[src/rtl/core/bfdg_pkg.sv]
// Shared constants, types and helpers for the box filter density grid block.
package bfdg_pkg;

   localparam int MAX_HALF    = 2;
   localparam int MAX_COLS    = 1024;
   localparam int MAX_ROWS    = 256;
   localparam int RING_ROWS   = 3 * MAX_HALF + 1;
   localparam int TAP_SIDE    = 2 * MAX_HALF + 1;
   localparam int TAP_COUNT   = TAP_SIDE * TAP_SIDE;
   localparam int QUEUE_DEPTH = 2;

   localparam int HALF_W  = $clog2(MAX_HALF + 1);
   localparam int COL_W   = $clog2(MAX_COLS + 1);
   localparam int XW      = $clog2(MAX_COLS);
   localparam int ROW_W   = $clog2(MAX_ROWS + 2 * MAX_HALF + 2);
   localparam int RING_W  = $clog2(RING_ROWS);
   localparam int TAP_W   = $clog2(TAP_COUNT);
   localparam int LS_DEPTH = RING_ROWS * MAX_COLS;
   localparam int LS_AW   = $clog2(LS_DEPTH);
   localparam int S_COL   = COL_W + 2;
   localparam int S_ROW   = ROW_W + 2;
   localparam int S_RING  = RING_W + 2;
   localparam int D_W     = HALF_W + 2;
   localparam int ACC_W   = 32 + $clog2(TAP_COUNT);
   localparam int SPLIT   = 20;
   localparam int SUM_W   = ACC_W + 17;
   localparam int RES_W   = SUM_W - 21;

   localparam logic signed [S_RING-1:0] RING_S = S_RING'(RING_ROWS);

   localparam logic [15:0] ONE_Q12 = 16'd4096;
   localparam logic [15:0] ONE_Q15 = 16'd32768;

   typedef enum logic [2:0] {
      REG_HALF_WIDTH    = 3'd0,
      REG_ROW_LENGTH    = 3'd1,
      REG_FRAME_ROWS    = 3'd2,
      REG_OUT_COL_LOW   = 3'd3,
      REG_OUT_COL_HIGH  = 3'd4,
      REG_OUT_ROW_HIGH  = 3'd5,
      REG_INV_THRESHOLD = 3'd6
   } reg_index_type;

   typedef struct packed {
      logic [HALF_W-1:0] half;
      logic [10:0]       len;
      logic [8:0]        rows;
      logic [9:0]        col_low;
      logic [10:0]       col_high;
      logic [7:0]        row_high;
      logic [15:0]       inv;
   } bfdg_cfg_type;

   typedef struct packed {
      logic        is_load;
      logic        tap_ok;
      logic [4:0]  tap;
      logic [15:0] value;
   } bfdg_item_type;

   function automatic logic [RING_W-1:0] mod_ring(input logic signed [S_RING-1:0] v);
      logic signed [S_RING-1:0] t;
      if (v < 0) begin
         t = v + RING_S;
      end else if (v >= RING_S) begin
         t = v - RING_S;
      end else begin
         t = v;
      end
      return t[RING_W-1:0];
   endfunction

endpackage

[src/rtl/core/bfdg_front.sv]
// Input front end: accepts beats, classifies them and queues them for the back end.
module bfdg_front (
   input  logic                    clock,
   input  logic                    reset,
   input  logic                    req_valid,
   output logic                    req_stall,
   input  logic                    req_command,
   input  logic [4:0]              req_coef_index,
   input  logic [15:0]             req_value,
   input  logic                    hold,
   output logic                    item_valid,
   output bfdg_pkg::bfdg_item_type item,
   input  logic                    item_pop
);
   import bfdg_pkg::*;

   localparam int Q_AW = $clog2(QUEUE_DEPTH);
   localparam int QC_W = $clog2(QUEUE_DEPTH + 1);

   bfdg_item_type   q_ff [QUEUE_DEPTH];
   logic [Q_AW-1:0] wr_ptr_ff;
   logic [Q_AW-1:0] rd_ptr_ff;
   logic [QC_W-1:0] count_ff;
   logic            push;
   logic            pop;
   bfdg_item_type   incoming;

   assign req_stall  = (count_ff == QC_W'(QUEUE_DEPTH)) || hold;
   assign push       = req_valid && !req_stall;
   assign pop        = item_pop && item_valid;
   assign item_valid = (count_ff != '0);
   assign item       = q_ff[rd_ptr_ff];

   always_comb begin
      incoming.is_load = !req_command;
      incoming.tap_ok  = ({1'b0, req_coef_index} < 6'(TAP_COUNT));
      incoming.tap     = req_coef_index;
      incoming.value   = req_value;
   end

   always_ff @(posedge clock) begin
      if (reset) begin
         wr_ptr_ff <= '0;
         rd_ptr_ff <= '0;
         count_ff  <= '0;
      end else begin
         if (push) begin
            q_ff[wr_ptr_ff] <= incoming;
            wr_ptr_ff <= (wr_ptr_ff == Q_AW'(QUEUE_DEPTH - 1)) ? '0 : wr_ptr_ff + 1'b1;
         end
         if (pop) begin
            rd_ptr_ff <= (rd_ptr_ff == Q_AW'(QUEUE_DEPTH - 1)) ? '0 : rd_ptr_ff + 1'b1;
         end
         if (push && !pop) begin
            count_ff <= count_ff + 1'b1;
         end else if (pop && !push) begin
            count_ff <= count_ff - 1'b1;
         end
      end
   end

endmodule

[config.mk]
export PLATFORM = sky130hd
export DESIGN_NAME = bfdg_front
export DESIGN_NICKNAME = d
export VERILOG_FILES = /design/src/rtl/core/bfdg_pkg.sv /design/src/rtl/core/bfdg_front.sv
export SDC_FILE = /design/constraint.sdc
export NUM_CORES = 1
export LEC_CHECK = 0
export BUFFER_PORTS_ARGS = -buffer_cell sky130_fd_sc_hd__buf_4
export CAP_MARGIN = 20
export CORE_MARGIN = 10
export CORE_UTILIZATION = 40
export CTS_CLUSTER_DIAMETER = 50
export CTS_CLUSTER_SIZE = 20
export DETAILED_ROUTE_END_ITERATION = 8
export HOLD_SLACK_MARGIN = 0.02
export MAX_ROUTING_LAYER = met4
export SKIP_CTS_REPAIR_TIMING = 1
export SYNTH_ARGS = -nofsm -noshare
export SYNTH_HDL_FRONTEND = slang
export SYNTH_SLANG_ARGS = --single-unit
export TNS_END_PERCENT = 30
[constraint.sdc]
create_clock -name clock -period 4.2 [get_ports clock]
set_input_delay 0.84 -clock clock [delete_from_list [all_inputs] [get_ports clock]]
set_output_delay 0.84 -clock clock [all_outputs]
set_load 0.1 [all_outputs]
== Yosys cells after proc, flatten, opt, wreduce, memory -nomap -nowiden ==
Memories as Yosys holds them, arrays and structs flattened. A register that Yosys moved wholly into a read port is not among the register bits.
Index checks and enable logic that the tools add are counted.

* Output and inout port bits: 25
* Input port bits: 27
* Memories kept: 1
* Flip-flop bits (word level): 4
* Logic and storage cells: 30
* Memory bits (writable): 46

* Reductions and logical operators: 11
* Muxes and demuxes: 9
* Add/sub/neg operators: 4
* Eq/ne operators: 1
* Magnitude comparators: 1

{| class="wikitable"
|+ Memory list
! memory !! depth !! bits a word !! read ports !! clocked after Yosys merged registers in !! wr ports !! line !! RTL
|-
| q_ff || 2 || 23 || 1 || 1 || 1 || bfdg_front.sv:20 || <nowiki>bfdg_item_type q_ff [QUEUE_DEPTH];</nowiki>
|}

{| class="wikitable"
|+ Operator list
! kind !! count
|-
| 1-bit two-way mux || 7
|-
| 5-bit less-than comparator, second input constant || 1
|-
| 1-bit logical AND || 4
|-
| 1-bit zero test || 4
|-
| 2-bit two-way mux || 2
|-
| 2-bit nonzero test || 2
|-
| 1-bit adder, second input constant || 2
|-
| 2-bit by 1-bit adder with 2-bit output, second input constant || 1
|-
| 2-bit equality test, second input constant || 1
|-
| 2-bit by 1-bit subtractor with 2-bit output, second input constant || 1
|-
| 1-bit logical OR || 1
|}

== Longest topological paths before layout ==
Gate-level depths: netlist (run 1).

* Word-level depth: 8
* Depth in mapped cells: 7
* Gate-level depth less buffers: 7

== Worst setup path before layout (run 1) ==
OpenSTA, ideal clock, no wires.

* Kind: input to register
* Start: input hold
* End: memory q_ff[1][0] (netlist bit), enable pin
* Library setup time: 0.437 ns
* Data required time: 3.763 ns
* Stages on the path: 2
* Arrival time: 2.842 ns
* Path buffers: 0
* Setup slack: 0.921 ns
* Cell sequence: nand3b_2 nor3b_1

* Longest elaborated chain between the ends: 6

{| class="wikitable"
|+ Ends and longest elaborated chain
! element !! line !! RTL
|-
| start: declaration || bfdg_front.sv:10 || <nowiki>input logic hold,</nowiki>
|-
| 1-bit logical OR || bfdg_front.sv:28 || <nowiki>assign req_stall = (count_ff == QC_W'(QUEUE_DEPTH)) || hold;</nowiki>
|-
| 1-bit zero test || bfdg_front.sv:29 || <nowiki>assign push = req_valid && !req_stall;</nowiki>
|-
| 1-bit logical AND || bfdg_front.sv:29 ||
|-
| 1-bit two-way mux || bfdg_front.sv:47 || <nowiki>if (push) begin</nowiki>
|-
| 1-bit two-way mux || bfdg_front.sv:42 || <nowiki>if (reset) begin</nowiki>
|-
| 1-bit two-way mux (not written as such) || bfdg_front.sv:48 || <nowiki>q_ff[wr_ptr_ff] <= incoming;</nowiki>
|-
| end: declaration || bfdg_front.sv:20 ||
|}

No other way between the ends.

==> impl_metrics.csv, run 1 <==
group,metric,value,unit
run_status,status,"completed",
worst_setup_path,end_kind,"output port",
logic_synthesis,syn_nets,128,
logic_synthesis,ys.flop_type,"edfxtp_1",
logic_synthesis,synthCells,100,
timing,period_share,0.6029,
worst_setup_path,path_buf_inv,2,
floorplan,die_w,89.23,um
timing,setup_viol,0,
timing,maxSlewHeadroom,0.6680,
logic_synthesis,netlist_top_cells_area,"edfxtp_1, mux2_2, dfxtp_1",
timing,timing.fmax,394.9,MHz
finish,final_layout_size_suffix_gt1_frac,0.5535,
power,internal-power,979.9,uW
logic_synthesis,async_reset_ff_frac,0,
worst_setup_path,critPathSlowestCell,"dfxtp_1",
logic_synthesis,ys_ff_latch,51,
logic_synthesis,avgSynthCellArea,19.17,um^2
finish,regArea,1481,um^2
finish,insertedDiodeCount,0,
clock_tree,cts_buffer_depth,2,
timing,rsz0062_at_grt,"false",
floorplan,die_area,7961,um^2
floorplan,io_pins,52,
drt,drtIter0Drc,66,
drt,detail_route.vias_per_cell,4.700,
logic_synthesis,synth_seq_area_share,0.7728,
worst_setup_path,reg2regPathDepth,4,
logic_synthesis,yosysTopAreaCell,"edfxtp_1",
hold_path,whs_path_depth,2,
timing,worstMarginPinSlew,495.3,ps
power,power_frac_seq,0.359,
worst_setup_path,critical-path-top-delay-family,"flip-flops",
power,clkPwrFrac,0.185,
clock_tree,clkSinkCount,51,
drt,drt-total-wl,3559,um
finish,fin_cells,213,
logic_synthesis,syn_area,1917,um^2
power,ir_drop,0.4919,mV
global_routing,grt_usage,0.09573,
drt,drc,0,
clock_tree,cts_tree,"yes",
clock_tree,clkTransAtPathRegs,80,ps
global_routing,grt_pass1_vias,1133,
drt,num_vias,1001,
floorplan,rows,25,
worst_setup_path,crit_cells,3,
finish,area_growth_syn_to_layout,30.81,%
power,p_leak,0.9493,nW
logic_synthesis,yosysWarnings,0,
clock_tree,numCtsBuffers,5,
drt,drt_pass1_iterations,4,
floorplan,core_area,4692,um^2
power,total_power,1.734,mW
global_routing,antenna_found_initial,0,
clock_tree,clkLatencyLatePin,290,ps
logic_synthesis,synth_edf_count,46,
worst_setup_path,criticalPathCategory,"reg -> out",
timing,slew_viol_final,0,
placed_design,dpl.cell_count,204,
finish,multi_input_area,419.2,um^2
timing,min_period,2532,ps
drt,wire_per_inst,16.71,um
worst_setup_path,arrival,1690,ps
finish,fillCellCount,388,
finish,postLayoutCellArea,2507,um^2
timing,fin_tns_setup,0,ps
power,power_density,691.5,nW/um^2
drt,ant_nets,0,
floorplan,die_h,89.23,um
logic_synthesis,synthTopCellsByCount,"edfxtp_1, mux2_2, dfxtp_1, nor2_1, xor2_1",
worst_setup_path,worstPathCellList,"buf_16 > mux2_2 > buf_4",
placed_design,io_buffers,51,
logic_synthesis,synth_most_common_cell,"edfxtp_1",
worst_setup_path,worstPathRequired,3360,ps
global_routing,grt.overflow.total,0,
placed_design,dpl_cell_area,2374,um^2
clock_tree,htree_levels,2,
power,combPwrFrac,0.456,
logic_synthesis,synth.top_cell.area_share,0.7206,
placed_design,hpwl,2557,um
clock_tree,cts_root_buf,"clkbuf_8",
timing,finalHoldViolCount,0,
power,switchingPower,754.1,uW
timing,final.setup_skew,6.722,ps
finish,utilization,0.5344,
worst_setup_path,crit_path_start_kind,"flop",
worst_setup_path,cp_max_fo,16,
global_routing,grt_start_max_net_pins,24,
worst_setup_path,slowest_delay,610,ps
logic_synthesis,ys_types,21,
hold_path,hp-class,"reg -> reg",
flow_run,max_cap_viol_count,0,
power,netSwitchingFraction,0.4349,
placed_design,gp_congestion,0.7460,
floorplan,start_util,0.4085,
finish,nNetsFinal,186,
global_routing,grt_pass1_wl,5582,um
## power groups by stage
stage	sequential [mW]	clock [mW]	combinational [mW]
after floorplan	0.620	0	0.639
after global placement	0.652	0	0.751
after detailed placement	0.653	0	0.753
after CTS	0.642	0.331	0.756
after global routing	0.628	0.352	0.821
final	0.622	0.321	0.791
## placed cells by master, fill, tap and decap left out
master,synthesis,layout
nand3b_2,1,1
clkbuf_1,0,2
bufinv_16,0,1
and2b_1,1,1
mux2_2,23,23
or2_2,1,1
nand2b_1,1,1
o21ai_0,2,2
edfxtp_1,46,46
nor3b_2,0,1
o311ai_0,1,1
clkbuf_8,0,5
xor2_1,3,3
buf_16,0,1
dfxtp_1,5,5
mux2_4,1,1
nor2_1,4,4
inv_1,2,2
ha_1,1,1
buf_4,2,53
or2b_1,1,1
a21oi_1,1,1
nor3_2,0,1
or3_1,1,1
## logic make-up (layout without fill, tap and decap cells)
logic type | Yosys count | count (layout) | synth area share
AO/OA/AOI/OAI | 4 | 4 | 0.01240
flip-flops | 51 | 51 | 0.7728
XOR/XNOR | 3 | 3 | 0.01371
multiplexers | 24 | 24 | 0.1429
adder cells (fa/ha/maj) | 1 | 1 | 0.006526
AND/OR/NAND/NOR | 12 | 12 | 0.03786
buffers and inverters | 5 | 64 | 0.01370
## sequential cells by signal (all words and copies together) (netlist names), named ones only
register	cells
q_ff	46
count_ff	2
rd_ptr_ff	1
wr_ptr_ff	1
## final timing paths
kind	slack, ps	startpoint	endpoint
worst max-delay path	1670	flop	item[5]
worst min-delay path	520	rd_ptr_ff$_SDFFE_PP0P_	flop
worst max register to register	2350	count_ff[0]$_SDFFE_PP0P_	q_ff[1][15]$_DFFE_PP_
worst min register to register	520	rd_ptr_ff$_SDFFE_PP0P_	flop
## worst register-to-register path: cells and delay by family (launching register included)
| family | cells | cell delay (ps) |
|---|---|---|
| simple gates | 3 | 760 |
| buf+inv | 1 | 360 |
| flops | 1 | 410 |
## per-stage QoR
step / hold WS [ps] / setup slack (ps)
after floorplan: 472.5 / 921.2
after global placement: 487.0 / 1659
after detailed placement: 495.9 / 1654
after CTS: 522.1 / 1323
after global routing: 541.3 / 1560
final: 520.3 / 1668
## per-layer routing
metal | part of all wire | GRT usage
met1 | 0.44 | 0.1077
met5 | 0 | -
met4 | 0.0065 | 0.03468
met3 | 0.076 | 0.03920
met2 | 0.48 | 0.1505
## final cells by class
class                   instances  share of cell area
clock buffers                   7             0.03044
clock inverters                 1             0.01198
inverters                       2            0.002994
multi-input cells              44              0.1672
flip-flops and latches         51              0.5908
well taps                      54             0.02695
repair buffers                 54              0.1697
(Power assumes the default switching activity.)
==> run 2, diff against run 1 <==
- clock period: 4.2 -> 2.5 ns (I/O delays scaled with it)
==> run 2 against run 1 <==
Sequential cell count unchanged. Total power increased by 62%. Combinational power increased by 68%. Global-route usage decreased by 0.14 points. Worst hold slack got worse by 140 ps. Sequential share of layout area increased by 0.088 points. Final area decreased by 0.15%. Clock skew decreased by 1.1 ps. Via count increased by 5.0%. Largest cell class unchanged.
==> impl_metrics.csv, run 2 (synthesis gave the netlist of run 1 again) <==
group,metric,value,unit
floorplan,start_util,0.4085,
drt,num_vias,1051,
finish,mostFrequentLayoutCells,"buf_4, edfxtp_1, mux2_2",
worst_setup_path,cp_max_fo,12,
timing,rsz0062_at_grt,"false",
placed_design,io_buffers,51,
worst_setup_path,slowest_delay,370,ps
clock_tree,htree_levels,2,
global_routing,grt.overflow.total,0,
power,power_density,1121,nW/um^2
timing,setup_ws,562.5,ps
finish,final_layout_size_suffix_gt1_frac,0.5714,
finish,fin_cells,215,
drt,drt-total-wl,3541,um
finish,fillCellCount,385,
global_routing,grt_start_max_net_pins,18,
drt,drt_pass1_iterations,4,
power,ir_drop,0.8155,mV
finish,nNetsFinal,188,
timing,final.setup_skew,5.603,ps
worst_setup_path,reg2regPathDepth,4,
timing,timing.fmax,516.1,MHz
global_routing,grt_usage,0.09431,
clock_tree,numCtsBuffers,5,
timing,slew_viol_final,0,
timing,period_share,0.7750,
worst_setup_path,crit_path_start_kind,"flop",
run_status,status,"completed",
worst_setup_path,path_common_cell,"buf_4",
placed_design,place_ws,594.2,ps
worst_setup_path,worstPathCellList,"buf_4 > mux2_2 > buf_4",
global_routing,grt_pass1_wl,5478,um
timing,worstMarginPinSlew,505.2,ps
drt,wire_per_inst,16.47,um
clock_tree,clkSinkCount,51,
floorplan,die_area,7961,um^2
finish,regArea,1481,um^2
worst_setup_path,end_kind,"output port",
finish,top_register,"q_ff",
timing,fin_tns_setup,0,ps
clock_tree,cts_tree,"yes",
power,p_leak,0.9506,nW
finish,utilization,0.5336,
finish,largest_register_ffs,46,
worst_setup_path,worstPathRequired,2000,ps
floorplan,die_h,89.23,um
flow_run,max_cap_viol_count,0,
timing,min_period,1938,ps
clock_tree,clkTransAtPathRegs,90,ps
floorplan,core_area,4692,um^2
drt,detail_route.vias_per_cell,4.888,
timing,setup_viol,0,
placed_design,gp_congestion,0.7370,
placed_design,dpl_cell_area,2415,um^2
placed_design,hpwl,2613,um
clock_tree,cts_root_buf,"clkbuf_8",
finish,multi_input_area,425.4,um^2
timing,finalHoldViolCount,0,
timing,maxSlewHeadroom,0.6589,
finish,postLayoutCellArea,2504,um^2
global_routing,antenna_found_initial,0,
drt,drc,0,
finish,reg_top3,"q_ff: 46 flops, count_ff: 2 flops",
drt,drtIter0Drc,61,
finish,area_growth_syn_to_layout,30.61,%
worst_setup_path,arrival,1440,ps
clock_tree,clkLatencyLatePin,290,ps
hold_path,whs_path_depth,1,
hold_path,hp-class,"in -> reg",
placed_design,dpl.cell_count,207,
worst_setup_path,critPathSlowestCell,"mux2_2",
global_routing,grt_pass1_vias,1153,
finish,layout_commonest_cell,"buf_4",
floorplan,io_pins,52,
worst_setup_path,criticalPathCategory,"reg -> out",
finish,insertedDiodeCount,0,
floorplan,die_w,89.23,um
drt,ant_nets,0,
timing,holdWs,383.1,ps
clock_tree,cts_buffer_depth,2,
power,total_power,2.806,mW
floorplan,rows,25,
-- run 2: worst max-delay path, delay by kind of cell, from the launching register on --
family	cells	cell delay, ps
muxes	1	370
buffers and inverters	2	450
DFF	1	330
-- run 2: power breakdown --
part	switching (mW)	total [mW]	internal, mW	leakage, nW
Sequential	0.0295	1.02	0.993	0.458
Clock	0.255	0.450	0.195	0.0402
Combinational	0.992	1.33	0.341	0.453
-- run 2: final cells by class --
| cell class | instances | share of cell area |
|---|---|---|
| Sequential cell | 51 | 0.5917 |
| Clock inverter | 3 | 0.007996 |
| Tap cell | 54 | 0.02699 |
| Clock buffer | 5 | 0.02749 |
| Multi-Input combinational cell | 44 | 0.1699 |
| Inverter | 2 | 0.002999 |
| Timing Repair Buffer | 56 | 0.1729 |
-- run 2: metal layers --
metal,vias to the layer above,wire [um],GRT usage
met5,-,0,-
met4,0,0,0.03468
met3,0,232,0.04193
met2,34,1856,0.1558
met1,516,1452,0.09744
li1,501,-,-
-- run 2: worst paths after layout --
check / start / slack, ps / end
worst max-delay path: flop / 560 / item[21]
worst min register to register: rd_ptr_ff$_SDFFE_PP0P_ / 510 / flop
worst max register to register: count_ff[0]$_SDFFE_PP0P_ / 810 / q_ff[1][4]$_DFFE_PP_
worst min-delay path: req_value[13] / 380 / q_ff[0][13]$_DFFE_PP_
